File: src/sv/ttcg_pkg.sv
// Package for the text-to-character-grid unit.
// Holds the result item type, register addresses, character codes and defaults.
// No dependencies.
package ttcg_pkg;

    localparam int DEF_MAX_COLUMNS = 80;
    localparam int DEF_MAX_ROWS    = 36;

    localparam int ADDR_W = 3;
    localparam int DATA_W = 32;

    localparam logic [6:0] COLUMN_COUNT_RESET = 7'd80;
    localparam logic [5:0] ROW_COUNT_RESET    = 6'd23;

    localparam logic [6:0] CHR_TAB     = 7'h09;
    localparam logic [6:0] CHR_NL      = 7'h0A;
    localparam logic [6:0] CHR_CARET   = 7'h5E;
    localparam logic [6:0] CHR_DEL     = 7'h7F;
    localparam logic [6:0] CHR_SPACE   = 7'h20;
    localparam logic [6:0] CARET_SHIFT = 7'h40;

    typedef enum logic
    {
        REG_COLUMN_COUNT = 1'b0,
        REG_ROW_COUNT    = 1'b1
    } reg_index_t;

    typedef struct packed
    {
        logic       write_valid;
        logic [5:0] cell_row;
        logic [6:0] cell_column;
        logic [6:0] cell_char;
        logic       screen_full;
        logic       last_result;
    } result_t;

    typedef struct packed
    {
        logic       two;
        result_t    res0;
        result_t    res1;
    } step_out_t;

endpackage

File: src/sv/ttcg_regs.sv
// Configuration registers of the text-to-character-grid unit behind an APB-style port.
// Depends on ttcg_pkg.
module ttcg_regs
    import ttcg_pkg::*;
(
    input  logic              clk,
    input  logic              rst_n,
    input  logic              psel,
    input  logic              penable,
    input  logic              pwrite,
    input  logic [ADDR_W-1:0] paddr,
    input  logic [DATA_W-1:0] pwdata,
    output logic [DATA_W-1:0] prdata,
    output logic              pready,
    output logic [6:0]        column_count,
    output logic [5:0]        row_count
);

    logic       wr_en;
    reg_index_t index;
    logic [6:0] column_count_reg;
    logic [5:0] row_count_reg;

    assign pready = 1'b1;
    assign index  = reg_index_t'(paddr[2]);
    assign wr_en  = psel && penable && pwrite;

    always_ff @(posedge clk or negedge rst_n)
    begin
        if (!rst_n)
        begin
            column_count_reg <= COLUMN_COUNT_RESET;
            row_count_reg    <= ROW_COUNT_RESET;
        end
        else if (wr_en)
        begin
            case (index)
                REG_COLUMN_COUNT: column_count_reg <= pwdata[6:0];
                REG_ROW_COUNT:    row_count_reg    <= pwdata[5:0];
                default:          ;
            endcase
        end
    end

    always_comb
    begin
        case (index)
            REG_COLUMN_COUNT: prdata = {{(DATA_W-7){1'b0}}, column_count_reg};
            REG_ROW_COUNT:    prdata = {{(DATA_W-6){1'b0}}, row_count_reg};
            default:          prdata = '0;
        endcase
    end

    assign column_count = column_count_reg;
    assign row_count    = row_count_reg;

endmodule

File: src/sv/ttcg_step.sv
// Position update and cell write generation for one text byte.
// Depends on ttcg_pkg.
module ttcg_step
    import ttcg_pkg::*;
#(
    parameter int MAX_COLUMNS = DEF_MAX_COLUMNS,
    parameter int MAX_ROWS    = DEF_MAX_ROWS
)
(
    input  logic [7:0] text_byte,
    input  logic       new_screen,
    input  logic [6:0] column_count,
    input  logic [5:0] row_count,
    input  logic [5:0] cur_row,
    input  logic [6:0] cur_column,
    input  logic       full_flag,
    output logic [5:0] row_next,
    output logic [6:0] column_next,
    output logic       full_next,
    output step_out_t  step_out
);

    localparam logic [7:0] MAX_CO = 8'(MAX_COLUMNS);
    localparam logic [7:0] MAX_LI = 8'(MAX_ROWS - 1);

    logic [7:0] co;
    logic [7:0] li;
    logic [7:0] row;
    logic [7:0] col;
    logic       full;
    logic [6:0] chr;
    logic       w0;
    logic       w1;
    logic [7:0] row0;
    logic [7:0] col0;
    logic [6:0] chr0;
    logic [7:0] row1;
    logic [7:0] col1;
    logic [6:0] chr1;

    always_comb
    begin
        co   = {1'b0, column_count};
        li   = {2'b0, row_count};
        row  = new_screen ? 8'd0 : {2'b0, cur_row};
        col  = new_screen ? 8'd0 : {1'b0, cur_column};
        full = new_screen ? 1'b0 : full_flag;
        chr  = text_byte[6:0];
        w0   = 1'b0;
        w1   = 1'b0;
        row0 = '0;
        col0 = '0;
        chr0 = '0;
        row1 = '0;
        col1 = '0;
        chr1 = '0;

        if (co == 8'd0)
            co = 8'd1;
        if (co > MAX_CO)
            co = MAX_CO;
        if (li == 8'd0)
            li = 8'd1;
        if (li > MAX_LI)
            li = MAX_LI;

        if (col >= co)
        begin
            col = 8'd0;
            row = row + 8'd1;
        end
        if (row >= li)
        begin
            full = 1'b1;
            row  = li;
        end

        if (!full && text_byte != 8'd0)
        begin
            if (chr < CHR_SPACE || chr == CHR_DEL)
            begin
                if (chr == CHR_TAB)
                    col = (col | 8'd7) + 8'd1;
                else if (chr == CHR_NL)
                begin
                    col = 8'd0;
                    row = row + 8'd1;
                end
                else
                begin
                    w0   = 1'b1;
                    row0 = row;
                    col0 = col;
                    chr0 = CHR_CARET;
                    col  = col + 8'd1;
                    if (col >= co)
                    begin
                        col = col - co;
                        row = row + 8'd1;
                    end
                    w1   = 1'b1;
                    row1 = row;
                    col1 = col;
                    chr1 = chr + CARET_SHIFT;
                    col  = col + 8'd1;
                end
            end
            else
            begin
                w0   = 1'b1;
                row0 = row;
                col0 = col;
                chr0 = chr;
                col  = col + 8'd1;
            end
            if (col >= co)
            begin
                col = col - co;
                row = row + 8'd1;
                if (col >= co)
                    col = 8'd0;
            end
            if (row >= li)
            begin
                full = 1'b1;
                row  = li;
            end
        end

        row_next    = row[5:0];
        column_next = col[6:0];
        full_next   = full;

        step_out.two                  = w1;
        step_out.res0.write_valid     = w0;
        step_out.res0.cell_row        = row0[5:0];
        step_out.res0.cell_column     = col0[6:0];
        step_out.res0.cell_char       = chr0;
        step_out.res0.screen_full     = full;
        step_out.res0.last_result     = !w1;
        step_out.res1.write_valid     = 1'b1;
        step_out.res1.cell_row        = row1[5:0];
        step_out.res1.cell_column     = col1[6:0];
        step_out.res1.cell_char       = chr1;
        step_out.res1.screen_full     = full;
        step_out.res1.last_result     = 1'b1;
    end

endmodule

File: src/sv/ttcg_resq.sv
// Four-entry result queue; takes one or two result items per push.
// Depends on ttcg_pkg.
module ttcg_resq
    import ttcg_pkg::*;
(
    input  logic      clk,
    input  logic      rst_n,
    input  logic      push,
    input  step_out_t push_data,
    output logic      room,
    output logic      out_valid,
    input  logic      out_stall,
    output result_t   out_data,
    output logic [2:0] count
);

    result_t    mem [4];
    logic [1:0] wr_ptr_reg;
    logic [1:0] rd_ptr_reg;
    logic [2:0] count_reg;
    logic [1:0] wr_ptr_next;
    logic [1:0] rd_ptr_next;
    logic [2:0] count_next;
    logic       pop;
    logic [2:0] push_n;

    assign pop       = out_valid && !out_stall;
    assign out_valid = count_reg != 3'd0;
    assign out_data  = mem[rd_ptr_reg];
    assign room      = (count_reg <= 3'd2) || (count_reg == 3'd3 && pop);
    assign count     = count_reg;
    assign push_n    = push ? (push_data.two ? 3'd2 : 3'd1) : 3'd0;

    always_comb
    begin
        wr_ptr_next = wr_ptr_reg + push_n[1:0];
        rd_ptr_next = rd_ptr_reg + {1'b0, pop};
        count_next  = count_reg + push_n - {2'b0, pop};
    end

    always_ff @(posedge clk)
    begin
        if (push)
        begin
            mem[wr_ptr_reg] <= push_data.res0;
            if (push_data.two)
                mem[wr_ptr_reg + 2'd1] <= push_data.res1;
        end
    end

    always_ff @(posedge clk or negedge rst_n)
    begin
        if (!rst_n)
        begin
            wr_ptr_reg <= '0;
            rd_ptr_reg <= '0;
            count_reg  <= '0;
        end
        else
        begin
            wr_ptr_reg <= wr_ptr_next;
            rd_ptr_reg <= rd_ptr_next;
            count_reg  <= count_next;
        end
    end

endmodule

File: src/sv/text_to_character_grid_unit.sv
// Top level of the text-to-character-grid unit: input register, position state,
// step logic and result queue. Depends on ttcg_pkg, ttcg_regs, ttcg_step, ttcg_resq.
//
// Lays a byte stream into a character grid and issues one or two cell-write items
// per byte (two for caret notation). A byte is registered on acceptance and
// processed once the result queue has room; the position update of one short
// combinational step moves its one or two results into a four-entry result queue.
// One byte can be taken every cycle while the queue has room; results leave the
// queue one at a time, so bytes that expand into two results limit the sustained
// input rate. A byte's results pass through the input register and the queue.
module text_to_character_grid_unit
    import ttcg_pkg::*;
#(
    parameter int MAX_COLUMNS = DEF_MAX_COLUMNS,
    parameter int MAX_ROWS    = DEF_MAX_ROWS
)
(
    input  logic              clk,
    input  logic              rst_n,
    input  logic              psel,
    input  logic              penable,
    input  logic              pwrite,
    input  logic [ADDR_W-1:0] paddr,
    input  logic [DATA_W-1:0] pwdata,
    output logic [DATA_W-1:0] prdata,
    output logic              pready,
    input  logic              in_valid,
    output logic              in_stall,
    input  logic [7:0]        text_byte,
    input  logic              new_screen,
    output logic              out_valid,
    input  logic              out_stall,
    output logic              write_valid,
    output logic [5:0]        cell_row,
    output logic [6:0]        cell_column,
    output logic [6:0]        cell_char,
    output logic              screen_full,
    output logic              last_result
);

    logic [6:0] column_count;
    logic [5:0] row_count;

    logic       in_valid_reg;
    logic       in_valid_next;
    logic [7:0] text_byte_reg;
    logic       new_screen_reg;

    logic [5:0] cur_row_reg;
    logic [6:0] cur_column_reg;
    logic       full_flag_reg;
    logic [5:0] cur_row_next;
    logic [6:0] cur_column_next;
    logic       full_flag_next;

    step_out_t  step_out;
    result_t    out_data;
    logic       room;
    logic       fire;
    logic       accept;
    logic [2:0] q_count;

    ttcg_regs u_regs
    (
        .clk          (clk),
        .rst_n        (rst_n),
        .psel         (psel),
        .penable      (penable),
        .pwrite       (pwrite),
        .paddr        (paddr),
        .pwdata       (pwdata),
        .prdata       (prdata),
        .pready       (pready),
        .column_count (column_count),
        .row_count    (row_count)
    );

    ttcg_step #(
        .MAX_COLUMNS (MAX_COLUMNS),
        .MAX_ROWS    (MAX_ROWS)
    ) u_step
    (
        .text_byte    (text_byte_reg),
        .new_screen   (new_screen_reg),
        .column_count (column_count),
        .row_count    (row_count),
        .cur_row      (cur_row_reg),
        .cur_column   (cur_column_reg),
        .full_flag    (full_flag_reg),
        .row_next     (cur_row_next),
        .column_next  (cur_column_next),
        .full_next    (full_flag_next),
        .step_out     (step_out)
    );

    ttcg_resq u_resq
    (
        .clk       (clk),
        .rst_n     (rst_n),
        .push      (fire),
        .push_data (step_out),
        .room      (room),
        .out_valid (out_valid),
        .out_stall (out_stall),
        .out_data  (out_data),
        .count     (q_count)
    );

    assign fire          = in_valid_reg && room;
    assign in_stall      = in_valid_reg && !room;
    assign accept        = in_valid && !in_stall;
    assign in_valid_next = accept || (in_valid_reg && !fire);

    always_ff @(posedge clk)
    begin
        if (accept)
        begin
            text_byte_reg  <= text_byte;
            new_screen_reg <= new_screen;
        end
    end

    always_ff @(posedge clk or negedge rst_n)
    begin
        if (!rst_n)
        begin
            in_valid_reg   <= 1'b0;
            cur_row_reg    <= '0;
            cur_column_reg <= '0;
            full_flag_reg  <= 1'b0;
        end
        else
        begin
            in_valid_reg <= in_valid_next;
            if (fire)
            begin
                cur_row_reg    <= cur_row_next;
                cur_column_reg <= cur_column_next;
                full_flag_reg  <= full_flag_next;
            end
        end
    end

    assign write_valid = out_data.write_valid;
    assign cell_row    = out_data.cell_row;
    assign cell_column = out_data.cell_column;
    assign cell_char   = out_data.cell_char;
    assign screen_full = out_data.screen_full;
    assign last_result = out_data.last_result;

    a_queue_bound: assert property (@(posedge clk) disable iff (!rst_n)
        q_count <= 3'd4)
        else $error("result queue overflow");

    a_full_row: assert property (@(posedge clk) disable iff (!rst_n)
        full_flag_reg |-> cur_row_reg != 6'd0)
        else $error("full flag set with row zero");

    a_nowrite_last: assert property (@(posedge clk) disable iff (!rst_n)
        out_valid && !write_valid |-> last_result)
        else $error("empty result not marked last");

    a_fire_pops_input: assert property (@(posedge clk) disable iff (!rst_n)
        fire && !in_valid |=> !in_valid_reg)
        else $error("input register kept after processing");

endmodule

File: config.mk
export PLATFORM = sky130hd
export DESIGN_NAME = text_to_character_grid_unit
export DESIGN_NICKNAME = d
export VERILOG_FILES = /design/src/sv/ttcg_pkg.sv /design/src/sv/ttcg_regs.sv /design/src/sv/ttcg_step.sv /design/src/sv/ttcg_resq.sv /design/src/sv/text_to_character_grid_unit.sv
export SDC_FILE = /design/constraint.sdc
export NUM_CORES = 1
export LEC_CHECK = 0
export BUFFER_PORTS_ARGS = -buffer_cell sky130_fd_sc_hd__buf_2
export CAP_MARGIN = 20
export CORE_MARGIN = 4
export CORE_UTILIZATION = 32
export CTS_BUF_LIST = sky130_fd_sc_hd__clkbuf_8
export DETAILED_ROUTE_END_ITERATION = 12
export PLACE_DENSITY = 0.59
export SYNTH_ARGS = -nofsm -noshare
export SYNTH_HDL_FRONTEND = slang
export SYNTH_SLANG_ARGS = --single-unit
File: constraint.sdc
create_clock -name clk -period 11.7 [get_ports clk]
set_clock_uncertainty 0.15 [all_clocks]
set_input_delay 0 -clock clk [delete_from_list [all_inputs] [get_ports clk]]
set_output_delay 0 -clock clk [all_outputs]
set_load 0.01 [all_outputs]
==> results of run 1 <==
[final cells by class]
type	instances	area, um^2
Tap cell	384	480.5
Clock inverter	15	170.2
Timing Repair Buffer	102	708.2
Inverter	34	127.6
Fill cell	2886	18200
Clock buffer	17	234.0
Multi-Input combinational cell	717	5182
Sequential cell	136	3836
[synthesized netlist by cell type (21+ instances only)]
library cell / instances / area, um^2
a21oi_1: 74 / 370.4
buf_4: 26 / 195.2
clkbuf_1: 27 / 101.4
dfrtp_1: 29 / 725.7
edfxtp_1: 93 / 2793
ha_1: 50 / 625.6
inv_1: 34 / 127.6
mux2_2: 22 / 247.7
mux4_2: 23 / 518.0
nand2_1: 87 / 326.6
nand3_1: 24 / 120.1
nor2_1: 57 / 214.0
nor2b_1: 21 / 131.4
o21ai_0: 47 / 235.2
o22ai_1: 59 / 369.1
xor2_1: 21 / 183.9
[logic make-up after synthesis]
family / after synthesis / share of synthesized area (%)
compound gates: 267 / 18.47
other cells: 2 / 0.07943
simple gates: 273 / 14.85
xor+xnor: 40 / 3.705
mux: 58 / 9.501
buf+inv: 100 / 5.571
fa+ha+maj: 53 / 7.252
flops: 136 / 40.57
[cell usage in the layout, fill, tap and decap left out, types with 8 or more instances in the layout]
master and n:
a21o_1 12, a21oi_1 74, and3_1 11, buf_2 55
buf_4 22, clkbuf_8 17, conb_1 26, dfrtp_1 29
dfxtp_1 8, dlygate4sd3_1 24, edfxtp_1 93, ha_1 50
inv_1 34, inv_8 8, mux2_2 22, mux2i_1 11
mux4_2 23, nand2_1 87, nand2b_1 8, nand3_1 24
nand4_1 10, nor2_1 57, nor2b_1 21, nor3_1 13
o21a_1 16, o21ai_0 47, o22ai_1 59, xnor2_1 19
xor2_1 21
[report_power, final]
part	total, mW	internal (mW)	switching [mW]
sequential	0.769	0.674	0.0952
clock	0.405	0.181	0.224
combinational	2.07	0.795	1.28
total	3.25	1.65	1.60
[repair_timing]
action	4_1_cts	5_1_grt
endpoints found under the hold margin	70	0
hold buffers	24	0
buffers inserted	0	0
[per-layer routing]
metal  GRT usage, %  part of all wire (%)
met2          26.12                    47
met1          22.60                    44
met5              0                     0
met3          3.335                   8.3
met4          3.993                   1.4
[worst min-delay path by stage]
stage                        from                endpoint  slack [ns]  depth (start not counted)
after floorplan             rst_n       cur_column_reg[0]       -0.45                          0
after global placement      rst_n         u_resq.count[2]        0.02                          1
after detailed placement    rst_n          cur_row_reg[4]        0.03                          1
after CTS                 penable  u_regs.column_count[2]        0.03                          3
after global routing      penable  u_regs.column_count[1]        0.07                          3
final                       rst_n     u_regs.row_count[3]        0.04                          2
[through the flow]
stage / cell area, um^2 / utilization (%) / hold WS (ns) / power (mW) / setup slack, ns
2_1_floorplan: 9545 / - / -0.4456 / 2.245 / 2.492
3_3_place_gp: 10070 / 34.79 / 0.02225 / 2.781 / 1.082
3_5_place_dp: 10090 / 34.89 / 0.02658 / 2.820 / 1.038
4_1_cts: 10740 / 37.11 / 0.03208 / 3.243 / 0.9824
5_1_grt: 10740 / 37.11 / 0.07410 / 3.511 / 0.01996
6_report: 10740 / 37.11 / 0.03810 / 3.246 / 0.9255
==> results.md, run 1 <==
- Max reg flops: 92
- Core Area: 28940 um^2
- Hpwl dp: 19270 um
- FF+latch count, synth: 136
- # nets final: 1112
- Clock-pin slew on the worst setup and hold paths: 0.09 ns
- Status: completed
- Buffers on Ports: 55
- Fin crit period: 10.77 ns
- Hold Crit Class: in2async
- Area Overhead vs Synth: 13.58%
- Worst endpoint data arrival time: 10.78 ns
- Clock Tree Buf Depth: 2
- Critical Path RT: 11.70 ns
- Power Dens Cells: 302.3 nW/um^2
- Critical R2R Launch: new_screen_reg
- IR Drop Worst-Case VDD: 0.1094 mV
- Register-to-register setup slack: 0.93 ns
- Hold Violations, Final: 0
- # placed instances: 1349
- Slew HR: 36.27%
- Distinct cells, synth: 90
- Buffers & Inverters on Critical Path: 3
- Clock latency on the worst-skew pair: 0.45 ns
- Mapped Cells: 929
- Top delay family on crit path: compound AO/OA/AOI/OAI gates
- CTS H-tree depth: 4
- Num CTS Buffers: 17
- DRT Pass-1 Iters: 5
- Post-synthesis sequential area ratio: 40.57%
- Drt initial violations: 852
- Crit path max fanout: 17
- Post-DRT Antenna Nets: 0
- # Max-Cap Violations: 0
- Worst path slowest cell: edfxtp_1
- Inserted Diodes: 0
- Wirelength, routed: 26810 um
- IO Count: 109
- Mean routed wirelength per cell: 19.08 um
- Initial core utilization: 32.68%
- Worst path max stage delay: 0.80 ns
- R2R cell count: 45
- RSZ-0062 raised after global routing: false
- Lkg Pwr: 4.188 nW
- Async SR Flop Fraction: 25.74%
- Fmax: 92.81 MHz
- Crit path kind: reg2reg
- Layout cells sized above 1: 19.00%
- Worst Setup EP: u_resq.mem[1][1]
- Period utilisation layout: 92.09%
- Clock root cell: clkbuf_8
- CTS tree: built
- CP Launch Type: flip-flop
- Die footprint: 32360 um^2
- Y dimension of the die: 179.9 um
- Rows: 62
- Total gr overflow: 0
- Via/cell ratio: 5.496
- CP endpoint kind: flip-flop
- Least-Margin Pin Slew: 0.9532 ns
- Cell depth of the worst setup path: 45
- Post-synthesis cell area: 9455 um^2
- Total negative slack: 0 ns
- DRC: 0
- Slew Limit Fails: 0
- Initial antenna violation count: 0
- Post-synth EDFFs: 93
- Resized Gates After CTS: 0
- # clock sinks: 136
- Fin cells: 1405
- Synth warn: 0
- Worst setup startpoint: new_screen_reg
- Die X: 179.9 um
- Largest net degree at the start of global routing: 36
- Routability cong.: 0.8801
- DR vias: 7722
- Global-route wire length before repair: 42670 um
- Mapped Avg Cell Area: 10.18 um^2
- Total GRT Usage: 16.26%
- R2R Path End: u_resq.mem[1][1]
- Primary FF master, synth: edfxtp_1
- Setup violators final: 0
- Number of global-route vias before repair: 7631
No activity file was read; power rests on OpenSTA's default activity.
==> run 2, diff against run 1 <==
--- a/config.mk
+++ b/config.mk
@@ -5,6 +5,7 @@
 export SDC_FILE = /design/constraint.sdc
 export NUM_CORES = 1
 export LEC_CHECK = 0
+export ABC_AREA = 1
 export BUFFER_PORTS_ARGS = -buffer_cell sky130_fd_sc_hd__buf_2
 export CAP_MARGIN = 20
 export CORE_MARGIN = 4
==> run 2 against run 1 <==
Net effect:
- first-iteration DRC count decreased by 12%
- register-to-register slack better by 0.92 ns
- count of clock-buffer cells in the layout unchanged
- critical path type unchanged
- sequential share of layout area down 0.42 points
- cell area is 1.2% higher
- wire length rose by 1.0%
- synthesized cell count up 32%
==> results.md, run 2 <==
- Total GRT Usage: 16.07%
- Synth warn: 0
- Post-synth top area share: 29.03%
- Hold Violations, Final: 0
- Number of global-route vias before repair: 8224
- Primary FF master, synth: edfxtp_1
- Least-Margin Pin Slew: 0.9588 ns
- CTS H-tree depth: 4
- Worst endpoint data arrival time: 9.85 ns
- Hold_ws: 0.04873 ns
- # placed instances: 1637
- Count leader, synth: nand2_1
- Clock latency on the worst-skew pair: 0.45 ns
- DRC: 0
- DRT Pass-1 Iters: 5
- Via/cell ratio: 5.055
- Finished Cell Area: 10870 um^2
- Async SR Flop Fraction: 25.74%
- Mapped Avg Cell Area: 7.841 um^2
- Area Overhead vs Synth: 12.95%
- # nets final: 1400
- CP endpoint kind: flip-flop
- Post-synth EDFFs: 93
- Rows: 63
- Drt initial violations: 752
- Post-DRT Antenna Nets: 0
- Core Area: 29640 um^2
- Num CTS Buffers: 17
- DP Area: 10170 um^2
- Hpwl dp: 19350 um
- # clock sinks: 136
- Crit path max fanout: 17
- Wirelength, routed: 27090 um
- Largest net degree at the start of global routing: 49
- CP Launch Type: flip-flop
- Fmax: 101.5 MHz
- Most frequent cells in the layout: nand2_1, inv_1, nor2_1
- Fin crit period: 9.851 ns
- Largest area contributor in the synthesized netlist: edfxtp_1
- Mapped Cells: 1227
- Synth area leaders: edfxtp_1, nand2_1, dfrtp_1
- IO Count: 109
- Die X: 181.4 um
- Max reg flops: 92
- Die footprint: 32900 um^2
- Total negative slack: 0 ns
- Worst path slowest cell: dfstp_2
- Slew HR: 36.01%
- Post-synthesis cell area: 9620 um^2
- Inserted Diodes: 0
- Hold Crit Class: in2async
- Worst path max stage delay: 0.54 ns
- Layout cells sized above 1: 13.22%
- Initial core utilization: 32.46%
- Critical Path RT: 11.70 ns
- Buffers on Ports: 55
- Global-route wire length before repair: 42980 um
- Y dimension of the die: 181.4 um
- # Max-Cap Violations: 0
- Clock root cell: clkbuf_8
- Slew Limit Fails: 0
- Setup Buffers After CTS: 0
- Setup violators final: 0
- RSZ-0062 raised after global routing: false
- DR vias: 8589
- Post-synth top cells: nand2_1, inv_1, nor2_1
- Fin cells: 1699
- Mean routed wirelength per cell: 15.94 um
- Crit path kind: reg2reg
- Worst path most repeated cell: nand2_1
- Clock-pin slew on the worst setup and hold paths: 0.09 ns
- Total gr overflow: 0
- FF+latch count, synth: 136
- CTS tree: built
- Distinct cells, synth: 58
- Status: completed
- Resized Gates After CTS: 0
- Routability cong.: 0.8635
- Period utilisation layout: 84.20%
- Most common cell after layout, fill and taps aside: nand2_1
- Initial antenna violation count: 0
- Clock Tree Buf Depth: 2
- Post-synthesis sequential area ratio: 39.88%
-- run 2: worst max-delay path: cells and delay by family (launching register included) --
family	cells	cell delay, ns
compound gates	15	2.86
fa+ha+maj	6	1.61
buf+inv	9	0.84
flops	1	0.54
simple gates	24	3.53
-- run 2: layout make-up --
| class | instances | area, um^2 |
|---|---|---|
| Fill cell | 3098 | 18770 |
| Multi-Input combinational cell | 867 | 4811 |
| Sequential cell | 136 | 3836 |
| Inverter | 183 | 689.4 |
| Timing Repair Buffer | 91 | 648.1 |
| Tap cell | 390 | 488.0 |
| Clock buffer | 17 | 234.0 |
| Clock inverter | 15 | 160.2 |
-- run 2: logic make-up after synthesis --
group                    Yosys count  share of synthesized area, %
other                              2                       0.07806
XOR/XNOR                          26                         2.367
flip-flops                       136                         39.88
buffers and inverters            248                         11.05
AND/OR/NAND/NOR                  495                         23.10
adder cells (fa/ha/maj)           53                         7.127
AO/OA/AOI/OAI                    267                         16.40
-- run 2: worst paths after layout --
| kind | cells past startpoint | slack (ns) | end | startpoint |
|---|---|---|---|---|
| worst min-delay path | 2 | 0.05 | u_regs.row_count[5] | rst_n |
| max in group asynchronous | 2 | 10.79 | cur_column_reg[1] | rst_n |
| min in group clk | 5 | 0.07 | u_regs.column_count[4] | psel |
| worst min register to register | 1 | 0.31 | u_resq.count[2] | u_resq.count[2] |
| worst max register to register | 54 | 1.85 | u_resq.mem[2][1] | u_regs.column_count[6] |
| worst max-delay path | 54 | 1.85 | u_resq.mem[2][1] | u_regs.column_count[6] |
-- run 2: repair_timing --
| item | CTS | global route |
|---|---|---|
| endpoints found under the hold margin | 70 | 0 |
| endpoints found under the setup margin | 0 | 0 |
| hold buffers | 28 | 0 |
-- run 2: per-layer routing --
layer	track usage, %	routed length [um]
met1	22.21	12400
met2	26.60	12350
met3	2.804	1988
met4	3.392	353
met5	0	0
-- run 2: stage by stage --
stage | worst slack (ns) | utilization (%)
global route | 0.7421 | 36.66
CTS | 1.840 | 36.60
finish | 1.849 | 36.66
global placement | 2.018 | 34.18
detailed placement | 1.895 | 34.32
floorplan | 3.610 | -
Power of run 2 is not shown: default switching activity piles up to over one toggle a cycle in this logic, so the estimate is an artifact.
==> run 3, diff against run 2 <==
--- a/config.mk
+++ b/config.mk
@@ -12,7 +12,7 @@
 export CORE_UTILIZATION = 32
 export CTS_BUF_LIST = sky130_fd_sc_hd__clkbuf_8
 export DETAILED_ROUTE_END_ITERATION = 12
-export PLACE_DENSITY = 0.59
+export PLACE_DENSITY = 0.61
 export SYNTH_ARGS = -nofsm -noshare
 export SYNTH_HDL_FRONTEND = slang
 export SYNTH_SLANG_ARGS = --single-unit
==> constraint.sdc (replaced) <==
create_clock -name clk -period 8.32 [get_ports clk]
set_clock_uncertainty 0.15 [all_clocks]
set_input_delay 0 -clock clk [delete_from_list [all_inputs] [get_ports clk]]
set_output_delay 0 -clock clk [all_outputs]
set_load 0.01 [all_outputs]
==> run 3 against run 2 <==
Net effect:
- hold slack worse by 0.015 ns
- fmax increased by 26%
- global-route usage is 0.20 points higher
- non-clock buffer count increased by 52
- setup slack worse by 1.3 ns
- register-to-register slack worse by 1.3 ns
- first-iteration DRC count up 11%
- die area is the same
- core utilization increased by 2.0 points
- count of clock-buffer cells in the layout did not move
==> results.md, run 3 (synthesis results as in run 2) <==
- Hold Crit Class: in2reg
- Worst path slowest cell: dfrtp_1
- Number of global-route vias before repair: 8316
- Drt initial violations: 832
- Met3 usage in global routing: 2.825%
- Buffers & Inverters on Critical Path: 9
- Global-route wire length before repair: 43720 um
- DR vias: 8949
- Power Dens Cells: 477.3 nW/um^2
- Fmax: 128.3 MHz
- Total gr overflow: 0
- Die footprint: 32900 um^2
- Most frequent cells in the layout: nand2_1, inv_1, nor2_1
- Clock-pin slew on the worst setup and hold paths: 0.08 ns
- Clock Tree Buf Depth: 2
- Initial antenna violation count: 0
- Top delay family on crit path: simple AND/OR/NAND/NOR gates
- Critical Path RT: 8.33 ns
- Worst path most repeated cell: nand2_1
- Largest net degree at the start of global routing: 48
- Die X: 181.4 um
- Fin cells: 1751
- CP Launch Type: flip-flop
- Crit path max fanout: 7
- Crit path kind: reg2reg
- Hold_ws: 0.03407 ns
- R2R Path End: u_resq.mem[2][1]
- Worst endpoint data arrival time: 7.80 ns
- Area Overhead vs Synth: 19.25%
- Clock latency on the worst-skew pair: 0.45 ns
- # placed instances: 1670
- Most common cell after layout, fill and taps aside: nand2_1
- Mean routed wirelength per cell: 16.04 um
- Total GRT Usage: 16.26%
- Fin crit period: 7.793 ns
- Initial core utilization: 32.46%
- Clock root cell: clkbuf_8
- Met2 Use GR: 25.97%
- Status: completed
- Worst Min Path Start: penable
- IO Count: 109
- R2R cell count: 53
- Slew HR: 32.87%
- Max reg flops: 92
- Register-to-register setup slack: 0.53 ns
- Y dimension of the die: 181.4 um
- DRT Pass-1 Iters: 7
- Worst Setup EP: u_resq.mem[2][1]
- Worst path max stage delay: 0.42 ns
- CTS H-tree depth: 4
- Via/cell ratio: 5.111
- CTS tree: built
- GR peak layer: met2
- # clock sinks: 136
- Placement Setup Slack: 0.07566 ns
- CP endpoint kind: flip-flop
- Wirelength, routed: 28090 um
- Layout cells sized above 1: 19.99%
- Hold Violations, Final: 0
- Core Area: 29640 um^2
- Final worst slack: 0.5272 ns
- Rows: 63
- Pwr Total: 5.476 mW
- Routability cong.: 0.9174
- Worst setup startpoint: u_regs.column_count[2]
- Num CTS Buffers: 17
- Hpwl dp: 19780 um
- Met1 GRT Util: 23.05%
- Buffers on Ports: 55
- Least-Margin Pin Slew: 0.9816 ns
- Post-DRT Antenna Nets: 0
- Critical R2R Launch: u_regs.column_count[2]
- IR Drop Worst-Case VDD: 0.3117 mV
- DRC: 0
- Setup violators final: 0
- Lkg Pwr: 5.079 nW
- # Max-Cap Violations: 0
- Cell depth of the worst setup path: 53
- Slew Limit Fails: 0
- Inserted Diodes: 0
- # nets final: 1452
- Total negative slack: 0 ns
- Period utilisation layout: 93.66%
==> run 3: cell types whose count changed in the layout (fill, tap and decap cells not counted), moves of 3 or more <==
cell,previous run,this run
ha_2,0,3
a21oi_1,42,39
nor2_2,6,10
o21ai_0,83,80
inv_1,154,149
nand2_1,243,234
inv_2,23,29
nor2_1,121,116
ha_4,0,7
ha_1,50,40
dlygate4sd3_1,28,22
buf_4,4,62
nand2_2,16,23
==> run 3: worst register-to-register path, delay by kind of cell, from the launching register on <==
family / cells / cell delay [ns]
adder cells (fa/ha/maj): 5 / 1.33
buffers and inverters: 9 / 0.88
flip-flops: 1 / 0.42
AO/OA/AOI/OAI: 14 / 2.17
AND/OR/NAND/NOR: 25 / 2.60
==> run 3: cell type report <==
class	instances	area (um^2)
Tap cell	390	488.0
Inverter	183	689.4
Multi-Input combinational cell	867	5050
Timing Repair Buffer	143	1031
Clock buffer	17	234.0
Sequential cell	136	3836
Fill cell	3047	18170
Clock inverter	15	143.9
==> run 3: timing repair <==
item                                    CTS  global route
gates resized for setup                   0            57
hold buffers                             22             0
setup buffers                             0            26
endpoints found under the hold margin    70             0
endpoints found under the setup margin    0            18
==> run 3: per-stage QoR <==
step	utilization [%]	cell area, um^2
after floorplan	-	9711
after global placement	35.06	10390
after detailed placement	35.06	10390
after CTS	37.08	10990
after global routing	38.71	11470
final	38.71	11470
==> run 3: worst min path at each step <==
| stage | to | slack [ns] | cells after the start |
|---|---|---|---|
| after floorplan | cur_column_reg[0] | -0.45 | 0 |
| after CTS | u_regs.row_count[4] | 0.008 | 4 |
| after detailed placement | cur_row_reg[3] | 0.01 | 1 |
| after global routing | u_regs.row_count[4] | 0.07 | 4 |
| final | u_regs.row_count[4] | 0.03 | 4 |
| after global placement | cur_row_reg[3] | 0.02 | 1 |
==> run 3: report_power, final <==
group          internal, mW  switching, mW  leakage [nW]  total [mW]
clock                 0.242          0.291         0.186       0.533
sequential            0.957         0.0860          1.34        1.04
combinational          1.37           2.53          3.55        3.90
==> run 3: routing by layer <==
| metal | vias to the layer above | part of all wire, % |
|---|---|---|
| met5 | - | 0 |
| met4 | 0 | 1.5 |
| met3 | 46 | 7.9 |
| met2 | 369 | 46 |
| met1 | 4181 | 44 |
| li1 | 4353 | - |
